==> src/rtl/sspc_pkg.sv <==
package sspc_pkg;

  localparam int unsigned MAX_ECHO_BYTES = 38;

  localparam int unsigned ECHO_W = 6;
  localparam int unsigned ADDR_W = 4;

  typedef enum logic [2:0] {
    PH_IDLE    = 3'd0,
    PH_ECHO    = 3'd1,
    PH_HEADER  = 3'd2,
    PH_ERROR   = 3'd3,
    PH_PAYLOAD = 3'd4,
    PH_CHECK   = 3'd5,
    PH_DONE    = 3'd6
  } phase_t;

  typedef enum logic [1:0] {
    ACT_START   = 2'd0,
    ACT_BYTE    = 2'd1,
    ACT_TIMEOUT = 2'd2,
    ACT_UNUSED  = 2'd3
  } action_t;

  typedef enum logic [2:0] {
    ST_OK         = 3'd0,
    ST_TIMEOUT    = 3'd1,
    ST_BAD_HEADER = 3'd2,
    ST_ID_MISMATCH = 3'd3,
    ST_BAD_LENGTH = 3'd4,
    ST_TOO_LONG   = 3'd5,
    ST_CHECKSUM   = 3'd6,
    ST_SERVO_ERROR = 3'd7
  } status_t;

  localparam logic [1:0] REG_EXPECTED_ID     = 2'd0;
  localparam logic [1:0] REG_MAX_PAYLOAD_LEN = 2'd1;
  localparam logic [1:0] REG_ECHO_SKIP_COUNT = 2'd2;

  localparam logic [7:0] PREAMBLE_BYTE = 8'hFF;
  localparam logic [7:0] ERROR_MASK    = 8'h7F;
  localparam logic [7:0] MIN_LENGTH    = 8'd2;

  localparam logic [7:0] RESET_EXPECTED_ID     = 8'd1;
  localparam logic [7:0] RESET_MAX_PAYLOAD_LEN = 8'd32;

  typedef struct packed {
    logic       is_final;
    logic [7:0] payload_byte;
    logic [7:0] payload_index;
    status_t    status;
    logic [7:0] servo_error;
  } result_t;

endpackage

==> src/rtl/servo_status_packet_checker_top.sv <==
// A result word is registered and appears on the master side in the cycle after its input word is taken.
// Throughput: one input word per cycle; the input is stalled only while a result word
// waits in the single output register and the master side is not ready.
// Reset: synchronous, active high; clears parser state, output valid and restores
// register defaults (expected_id 1, max_payload_len 32, echo_skip_count 0).
module servo_status_packet_checker_top (
  input  logic                        clk,
  input  logic                        rst,
  input  logic                        s_axis_tvalid,
  output logic                        s_axis_tready,
  input  logic [7:0]                  s_axis_tdata,  // rx_byte
  input  logic [1:0]                  s_axis_tuser,  // action
  output logic                        m_axis_tvalid,
  input  logic                        m_axis_tready,
  // payload_byte[7:0], payload_index[15:8], status[18:16], servo_error[26:19], zero[31:27]
  output logic [31:0]                 m_axis_tdata,
  output logic                        m_axis_tuser,  // is_final
  input  logic                        psel,
  input  logic                        penable,
  input  logic                        pwrite,
  input  logic [sspc_pkg::ADDR_W-1:0] paddr,
  input  logic [31:0]                 pwdata,
  output logic [31:0]                 prdata,
  output logic                        pready
);
  import sspc_pkg::*;

  logic [7:0]        expected_id;
  logic [7:0]        max_payload_len;
  logic [ECHO_W-1:0] echo_skip_count;

  phase_t            phase, phase_next;
  logic [ECHO_W-1:0] echo_left, echo_left_next;
  logic [1:0]        header_pos, header_pos_next;
  logic              preamble_ok, preamble_ok_next;
  logic [7:0]        header_id, header_id_next;
  logic [7:0]        payload_left, payload_left_next;
  logic [7:0]        payload_count, payload_count_next;
  logic [7:0]        running_sum, running_sum_next;
  logic [7:0]        error_seen, error_seen_next;

  logic              res_valid;
  result_t           res;
  result_t           out_reg;

  logic              in_fire;
  logic              cfg_write;
  logic              busy;
  action_t           action;
  logic [7:0]        rx_byte;
  logic [7:0]        len_payload;
  logic [7:0]        sum_plus;

  assign pready    = 1'b1;
  assign cfg_write = psel & penable & pwrite & pready;

  always_ff @(posedge clk) begin
    if (rst) begin
      expected_id     <= RESET_EXPECTED_ID;
      max_payload_len <= RESET_MAX_PAYLOAD_LEN;
      echo_skip_count <= '0;
    end else if (cfg_write) begin
      case (paddr[3:2])
        REG_EXPECTED_ID:     expected_id     <= pwdata[7:0];
        REG_MAX_PAYLOAD_LEN: max_payload_len <= pwdata[7:0];
        REG_ECHO_SKIP_COUNT: echo_skip_count <= pwdata[ECHO_W-1:0];
        default: ;
      endcase
    end
  end

  always_comb begin
    case (paddr[3:2])
      REG_EXPECTED_ID:     prdata = {24'd0, expected_id};
      REG_MAX_PAYLOAD_LEN: prdata = {24'd0, max_payload_len};
      REG_ECHO_SKIP_COUNT: prdata = {{(32-ECHO_W){1'b0}}, echo_skip_count};
      default:             prdata = '0;
    endcase
  end

  assign s_axis_tready = !m_axis_tvalid || m_axis_tready;
  assign in_fire       = s_axis_tvalid && s_axis_tready;
  assign action        = action_t'(s_axis_tuser);
  assign rx_byte       = s_axis_tdata;
  assign busy          = (phase != PH_IDLE) && (phase != PH_DONE);
  assign len_payload   = rx_byte - MIN_LENGTH;
  assign sum_plus      = running_sum + rx_byte;

  always_comb begin
    phase_next         = phase;
    echo_left_next     = echo_left;
    header_pos_next    = header_pos;
    preamble_ok_next   = preamble_ok;
    header_id_next     = header_id;
    payload_left_next  = payload_left;
    payload_count_next = payload_count;
    running_sum_next   = running_sum;
    error_seen_next    = error_seen;
    res_valid          = 1'b0;
    res.is_final       = 1'b1;
    res.payload_byte   = '0;
    res.payload_index  = payload_count;
    res.status         = ST_OK;
    res.servo_error    = error_seen;

    case (action)
      ACT_START: begin
        if ({2'b00, echo_skip_count} > 8'(MAX_ECHO_BYTES)) begin
          echo_left_next = ECHO_W'(MAX_ECHO_BYTES);
        end else begin
          echo_left_next = echo_skip_count;
        end
        phase_next         = (echo_left_next != '0) ? PH_ECHO : PH_HEADER;
        header_pos_next    = '0;
        preamble_ok_next   = 1'b1;
        header_id_next     = '0;
        payload_left_next  = '0;
        payload_count_next = '0;
        running_sum_next   = '0;
        error_seen_next    = '0;
      end
      ACT_TIMEOUT: begin
        if (busy) begin
          res_valid  = 1'b1;
          res.status = ST_TIMEOUT;
          phase_next = PH_DONE;
        end
      end
      ACT_BYTE: begin
        case (phase)
          PH_ECHO: begin
            echo_left_next = echo_left - 1'b1;
            if (echo_left_next == '0) begin
              phase_next = PH_HEADER;
            end
          end
          PH_HEADER: begin
            if (header_pos < 2'd2) begin
              if (rx_byte != PREAMBLE_BYTE) begin
                preamble_ok_next = 1'b0;
              end
              header_pos_next = header_pos + 1'b1;
            end else if (header_pos == 2'd2) begin
              header_id_next  = rx_byte;
              header_pos_next = 2'd3;
            end else if (!preamble_ok) begin
              res_valid  = 1'b1;
              res.status = ST_BAD_HEADER;
              phase_next = PH_DONE;
            end else if (header_id != expected_id) begin
              res_valid  = 1'b1;
              res.status = ST_ID_MISMATCH;
              phase_next = PH_DONE;
            end else if (rx_byte < MIN_LENGTH) begin
              res_valid  = 1'b1;
              res.status = ST_BAD_LENGTH;
              phase_next = PH_DONE;
            end else if (len_payload > max_payload_len) begin
              res_valid  = 1'b1;
              res.status = ST_TOO_LONG;
              phase_next = PH_DONE;
            end else begin
              payload_left_next  = len_payload;
              payload_count_next = '0;
              running_sum_next   = header_id + rx_byte;
              phase_next         = PH_ERROR;
            end
          end
          PH_ERROR: begin
            error_seen_next  = rx_byte;
            running_sum_next = sum_plus;
            phase_next       = (payload_left != '0) ? PH_PAYLOAD : PH_CHECK;
          end
          PH_PAYLOAD: begin
            res_valid          = 1'b1;
            res.is_final       = 1'b0;
            res.payload_byte   = rx_byte;
            running_sum_next   = sum_plus;
            payload_count_next = payload_count + 1'b1;
            payload_left_next  = payload_left - 1'b1;
            if (payload_left_next == '0) begin
              phase_next = PH_CHECK;
            end
          end
          PH_CHECK: begin
            res_valid  = 1'b1;
            phase_next = PH_DONE;
            if (~running_sum != rx_byte) begin
              res.status = ST_CHECKSUM;
            end else if ((error_seen & ERROR_MASK) != '0) begin
              res.status = ST_SERVO_ERROR;
            end else begin
              res.status = ST_OK;
            end
          end
          default: ;
        endcase
      end
      default: ;
    endcase
  end

  always_ff @(posedge clk) begin
    if (rst) begin
      phase         <= PH_IDLE;
      echo_left     <= '0;
      header_pos    <= '0;
      preamble_ok   <= 1'b1;
      header_id     <= '0;
      payload_left  <= '0;
      payload_count <= '0;
      running_sum   <= '0;
      error_seen    <= '0;
    end else if (in_fire) begin
      phase         <= phase_next;
      echo_left     <= echo_left_next;
      header_pos    <= header_pos_next;
      preamble_ok   <= preamble_ok_next;
      header_id     <= header_id_next;
      payload_left  <= payload_left_next;
      payload_count <= payload_count_next;
      running_sum   <= running_sum_next;
      error_seen    <= error_seen_next;
    end
  end

  always_ff @(posedge clk) begin
    if (rst) begin
      m_axis_tvalid <= 1'b0;
    end else if (in_fire) begin
      m_axis_tvalid <= res_valid;
    end else if (m_axis_tready) begin
      m_axis_tvalid <= 1'b0;
    end
  end

  always_ff @(posedge clk) begin
    if (in_fire && res_valid) begin
      out_reg <= res;
    end
  end

  assign m_axis_tdata = {5'd0, out_reg.servo_error, out_reg.status,
                         out_reg.payload_index, out_reg.payload_byte};
  assign m_axis_tuser = out_reg.is_final;

  a_final_ends_reply: assert property (@(posedge clk) disable iff (rst)
    (in_fire && res_valid && res.is_final) |=> (phase == PH_DONE))
    else $error("final result did not end the reply");

  a_payload_from_payload_phase: assert property (@(posedge clk) disable iff (rst)
    (in_fire && res_valid && !res.is_final) |-> (phase == PH_PAYLOAD))
    else $error("payload result outside payload phase");

  a_ready_when_empty: assert property (@(posedge clk) disable iff (rst)
    !m_axis_tvalid |-> s_axis_tready)
    else $error("input stalled with empty output register");

  a_idle_is_clear: assert property (@(posedge clk) disable iff (rst)
    (phase == PH_IDLE) |-> (payload_count == '0 && echo_left == '0))
    else $error("idle phase with stale counters");

endmodule

==> config.mk <==
export PLATFORM = sky130hd
export DESIGN_NAME = servo_status_packet_checker_top
export DESIGN_NICKNAME = d
export VERILOG_FILES = /design/src/rtl/sspc_pkg.sv /design/src/rtl/servo_status_packet_checker_top.sv
export SDC_FILE = /design/constraint.sdc
export NUM_CORES = 1
export LEC_CHECK = 0
export BUFFER_PORTS_ARGS = -buffer_cell sky130_fd_sc_hd__buf_2
export CAP_MARGIN = 5
export CORE_MARGIN = 2
export CORE_UTILIZATION = 60
export DETAILED_ROUTE_END_ITERATION = 6
export PLACE_DENSITY = 0.83
export RECOVER_POWER = 100
export SLEW_MARGIN = 30
export SYNTH_ARGS = -nofsm -noshare
export SYNTH_HDL_FRONTEND = slang
export SYNTH_SLANG_ARGS = --single-unit
==> constraint.sdc <==
create_clock -name clk -period 6.2 [get_ports clk]
set_input_delay 0.62 -clock clk [delete_from_list [all_inputs] [get_ports clk]]
set_output_delay 0.62 -clock clk [all_outputs]
set_load 0.01 [all_outputs]
## Word-level counts from Yosys, hierarchy flattened

Index checks and enable logic that the tools add are counted.

| word-level totals | value |
|---|---|
| register bits after elaboration | 103 |
| logic and storage cells | 175 |
| bits of input ports | 53 |
| output and inout port bits | 68 |

| operators by class | value |
|---|---|
| multiplexer cells | 79 |
| add/subtract/negate cells | 7 |
| $lt $le $gt $ge | 4 |
| bitwise gates (word level) | 3 |
| reduce and logical (&&, ||, !) cells | 30 |
| equal/unequal tests | 34 |

Operators with widths:

| kind | number |
|---|---|
| 8-bit two-way mux | 22 |
| 8-bit case mux with 2 select lines | 8 |
| 3-bit two-way mux | 17 |
| 3-bit inequality test (second input constant) | 10 |
| 8-bit case mux with 3 select lines | 1 |
| 6-bit two-way mux | 3 |
| 9-bit AND reduction | 2 |
| 8-bit adder | 2 |
| 8-bit inequality test | 2 |
| 8-bit nonzero test | 2 |
| 3-bit case mux with 5 select lines | 1 |
| 1-bit two-way mux | 14 |
| 3-bit case mux with 2 select lines | 2 |
| 6-bit case mux with 2 select lines | 1 |
| 2-bit inequality test (second input constant) | 5 |
| 5-bit AND reduction | 2 |
| 9-bit two-way mux | 1 |
| 3-bit case mux with 3 select lines | 1 |
| 8-bit by 1-bit adder with 8-bit output (second input constant) | 1 |
| 8-bit greater-than comparator | 1 |
| 8-bit zero test | 1 |
| 8-bit by 2-bit less-than comparator with 1-bit output (second input constant) | 1 |
| 2-bit two-way mux | 4 |
| 8-bit inequality test (second input constant) | 1 |
| other kinds (32) | 52 |

## Depth between registers and ports, before layout

| logic depth | value |
|---|---|
| word-level depth | 11 |
| depth in mapped cells | 14 |
| gate-level depth less buffers | 12 |

## Worst setup path after synthesis

OpenSTA, ideal clock, no wires.

| timing | value |
|---|---|
| path type | input to register |
| start point | input port s_axis_tdata[3] |
| end point | register out_reg, in the netlist m_axis_tdata[0], enable pin |
| setup slack | 2.044 ns |
| required time | 5.814 ns |
| data arrival time | 3.769 ns |
| stages | 12 |
| buffers on the path | 2 |
| setup time | 0.386 ns |
| cell sequence | clkbuf_1 > or4_1 > nor2_1 > xor2_1 > ha_1 > nand4_1 > nor2_1 > a211o_1 > and4_1 > clkbuf_1 > nor4b_1 > o21a_1 |

| on the way | value |
|---|---|
| longest elaborated chain between the ends | 11 |
| elaborated cells on any way between the ends | 12 |
| classes of those cells | add/sub: 1; order compare: 2; mux: 8; reduce/logical: 1 |

Ends and longest elaborated chain:

| item | line | source |
|---|---|---|
| start, declared | servo_status_packet_checker_top.sv:11 | `input logic [7:0] s_axis_tdata,` |
| 8-bit by 2-bit subtractor with 8-bit output | servo_status_packet_checker_top.sv:86 | `assign len_payload = rx_byte - MIN_LENGTH;` |
| 8-bit greater-than comparator | servo_status_packet_checker_top.sv:158 | `end else if (len_payload > max_payload_len) begin` |
| 1-bit two-way mux | servo_status_packet_checker_top.sv:158 |  |
| 1-bit two-way mux (*) | servo_status_packet_checker_top.sv:154 | `end else if (rx_byte < MIN_LENGTH) begin` |
| 1-bit two-way mux (*) | servo_status_packet_checker_top.sv:150 | `end else if (header_id != expected_id) begin` |
| 1-bit two-way mux (*) | servo_status_packet_checker_top.sv:146 | `end else if (!preamble_ok) begin` |
| 1-bit two-way mux (*) | servo_status_packet_checker_top.sv:143 | `end else if (header_pos == 2'd2) begin` |
| 1-bit two-way mux (*) | servo_status_packet_checker_top.sv:138 | `if (header_pos < 2'd2) begin` |
| 1-bit case mux with 2 select lines (*) | servo_status_packet_checker_top.sv:130 | `case (phase)` |
| 1-bit case mux with 2 select lines (*) | servo_status_packet_checker_top.sv:106 | `case (action)` |
| 1-bit logical AND (*) | servo_status_packet_checker_top.sv:238 | `if (in_fire && res_valid) begin` |
| end signal, assigned | servo_status_packet_checker_top.sv:239 | `out_reg <= res;` |
| end, declared | servo_status_packet_checker_top.sv:44 | `result_t out_reg;` |

Every way passes the cells marked *; elsewhere a longest branch is shown, timed or not.
A chain may end at the register's enable or synchronous reset.

## Worst setup path in the final report

| timing | value |
|---|---|
| start point | input port s_axis_tdata[6] |
| end point | register out_reg, in the netlist m_axis_tdata[2], enable pin |

Same word-level chain as after synthesis.

==> results.py <==
metrics = {
    "global_routing": {
        "grt_usage": 0.280,
        "grt_pass1_wl_mm": 25.2,
        "antenna_found_initial": 0,
        "grt_start_max_net_pins": 65,
        "grt_remaining_overflow": 0,
        "grt_pass1_vias": 5053,
    },
    "finish": {
        "layout_common_cells": "75 x dfxtp_1, 64 x nor2_1, 55 x a21oi_1",
        "fin_util": 0.646,
        "final_cell_area_um2": 6580,
        "drive_above_1_share": 0.0838,
        "fillers": 927,
        "mostFrequentLayoutCell": "dfxtp_1",
        "nNetsFinal": 839,
        "fin_cells": 900,
        "n_antenna_cell": 0,
        "area_delta_synth_final_pct": 5.67,
    },
    "placement": {
        "post-place-ws_ns": 1.84,
        "placed_area_um2": 6480,
        "dp.cells": 884,
        "numPortBuffers": 64,
        "dpl.hpwl_mm": 11.2,
        "gp_congestion": 0.959,
    },
    "power_and_ir_drop": {
        "finalPower_mw": 1.30,
        "power.density_nw_per_um2": 197,
        "power.leakage_nw": 2.36,
        "ir_worst_vdd_v": 0.000131,
    },
    "synth": {
        "synthFlopType": "dfxtp_1",
        "syn_area_um2": 6220,
        "synthXorXnorAreaFrac": 0.0380,
        "synth_edf_count": 28,
        "synthSimpleGateAreaFrac": 0.222,
        "syn_inst": 722,
        "synthMuxAreaShare": 0.0714,
        "ys_ff_latch": 103,
        "syn_avg_cell_area_um2": 8.62,
        "ys_async_sr_fraction": 0,
        "synth.distinct_cells": 71,
        "synth-compound-area-share": 0.153,
        "synth_top_family_by_area": "simple AND/OR/NAND/NOR gates",
        "seq_area_frac_synth": 0.376,
        "yosys.area_share.adder": 0.0555,
        "ys_warn_count": 0,
    },
    "drt": {
        "wl_mm": 15.4,
        "first_pass_iters": 7,
        "wl_per_cell_um": 17.1,
        "ant_nets": 0,
        "via_per_inst": 6.10,
        "vias": 5488,
        "drc": 0,
        "dr.first_iter.drc_count": 519,
    },
    "clock_network": {
        "numCtsBuffers": 9,
        "cts_tree": "built",
        "cts_resized": 0,
        "cts_setup_buffers": 0,
        "clk_pin_slew_worst_paths_ns": 0.11,
        "h-tree-depth": 3,
        "clkLatencyLatePin_ns": 0.39,
        "cts_hold_buf": 0,
        "cts_sinks": 103,
        "clock_path_buffers": 2,
        "root_buffer": "clkbuf_8",
    },
    "floorplan": {
        "io_pins": 121,
        "die_h_um": 106,
        "die_w_um": 106,
        "core_um2": 10200,
        "start_util": 0.611,
        "die-area_um2": 11200,
        "num_rows": 37,
    },
    "sta": {
        "setup_viol": 0,
        "slew_headroom": 0.149,
        "rsz0062_at_grt": "no",
        "min_period_ns": 4.41,
        "clock.fmax_mhz": 227,
        "hold_violations": 0,
        "worst_slack_ns": 1.79,
        "finClkSkew_ns": 0.0155,
        "post-route-period-util": 0.712,
        "slew_violations": 0,
        "fin_hold_ws_ns": 0.464,
        "tightest_slew_ns": 1.28,
        "setup_tns_ns": 0,
    },
    "critical_path": {
        "critPathMaxFanout": 28,
        "cp.required_ns": 6.21,
        "crit_type": "input pin to flop",
        "cp-start-kind": "input pin",
        "cp_data_arrival_time_ns": 4.42,
        "endpoint_kind": "flop",
    },
    "job": {
        "cap_viol_max_count": 0,
    },
    "run_status": {
        "status": "completed",
    },
    "min_path": {
        "hold_path_class": "flop to flop",
    },
}
==> state kept, by name, summed over array words and instances, names as in the netlist <==
signal and count:
header_pos 2, m_axis_tvalid 1, m_axis_tuser 1, payload_count 8
max_payload_len 8, error_seen 8, payload_left 8, running_sum 8
preamble_ok 1, expected_id 8, phase 3, m_axis_tdata 27
echo_skip_count 6, echo_left 6, header_id 8
==> layer usage <==
metal	global-route usage	routed length, um
met4	0.111	366
met5	0	0
met2	0.454	7180
met1	0.377	6720
met3	0.0402	1110
==> Yosys cell counts (3+ instances only) <==
master    instances  area (um2)
or2_2             4        25.0
a31oi_1           5        31.3
o31ai_1           3        22.5
ha_1             26         325
a21o_1            3        22.5
o31a_1            3        26.3
and2_1            3        18.8
nor2b_1          12        75.1
buf_1             7        26.3
and4_1            3        26.3
nor4b_1           4        35.0
a211oi_1          8        60.1
edfxtp_1         28         841
or4_1             7        52.6
and3_1            5        31.3
o21ai_0          29         145
a22oi_1          10        75.1
nand3_1          39         195
inv_1            31         116
nor2_1           64         240
buf_4            30         225
xor2_1            6        52.6
a21oi_1          55         275
nand3b_1          7        52.6
nor3_1           21         105
o211ai_1          6        45.0
or3_1             6        37.5
nand2_1          50         188
xnor2_1          21         184
dfxtp_1          75        1500
o32ai_1           5        43.8
nor4_1            8        50.1
nand2b_1          7        43.8
mux2i_1          35         350
nand4_1          12        75.1
clkbuf_1         33         124
mux2_2            7        78.8
nor3b_1           3        22.5
==> worst paths after layout <==
kind / startpoint / to / slack (ns) / cells after the start
worst max-delay path: s_axis_tdata[6] / m_axis_tdata[2] / 1.79 / 11
worst min-delay path: error_seen[6] / m_axis_tdata[25] / 0.46 / 0
worst max register to register: phase[1] / m_axis_tdata[2] / 2.55 / 4
worst min register to register: error_seen[6] / m_axis_tdata[25] / 0.46 / 0
==> kinds of logic (layout without fill, tap and decap cells) <==
kind of cell    count (synthesis)  count (layout)
mux                            43              43
compound gates                149             149
simple gates                  266             266
xor+xnor                       27              27
buf+inv                       105             119
other cells                     2              30
flops                         103             103
fa+ha+maj                      27              27
==> worst max-delay path, cell delays in order <==
cell and delay (ns):
clkbuf_1 0.23, or4_1 0.63, nor2_1 0.14, xor2_1 0.24
ha_1 0.31, nand4_1 0.15, nor2_1 0.07, a211o_1 0.31
and4_1 0.28, nor4b_1 0.47, o21a_1 0.95
==> power by group <==
part           internal (mW)  total [mW]  leakage, nW  switching, mW
clock                  0.163       0.415       0.0995          0.252
combinational         0.0576       0.172         1.43          0.115
sequential             0.697       0.709        0.829         0.0114
total                  0.918        1.30         2.36          0.378
==> final cells by class <==
type | count | area, um2 | area share
repair buffers | 71 | 307 | 0.0466
clock buffers | 10 | 138 | 0.0209
well taps | 136 | 170 | 0.0259
inverters | 32 | 120 | 0.0183
flip-flops and latches | 103 | 2340 | 0.356
multi-input cells | 542 | 3450 | 0.525
clock inverters | 6 | 48.8 | 0.00742
Power figures use the tool's default switching activity.
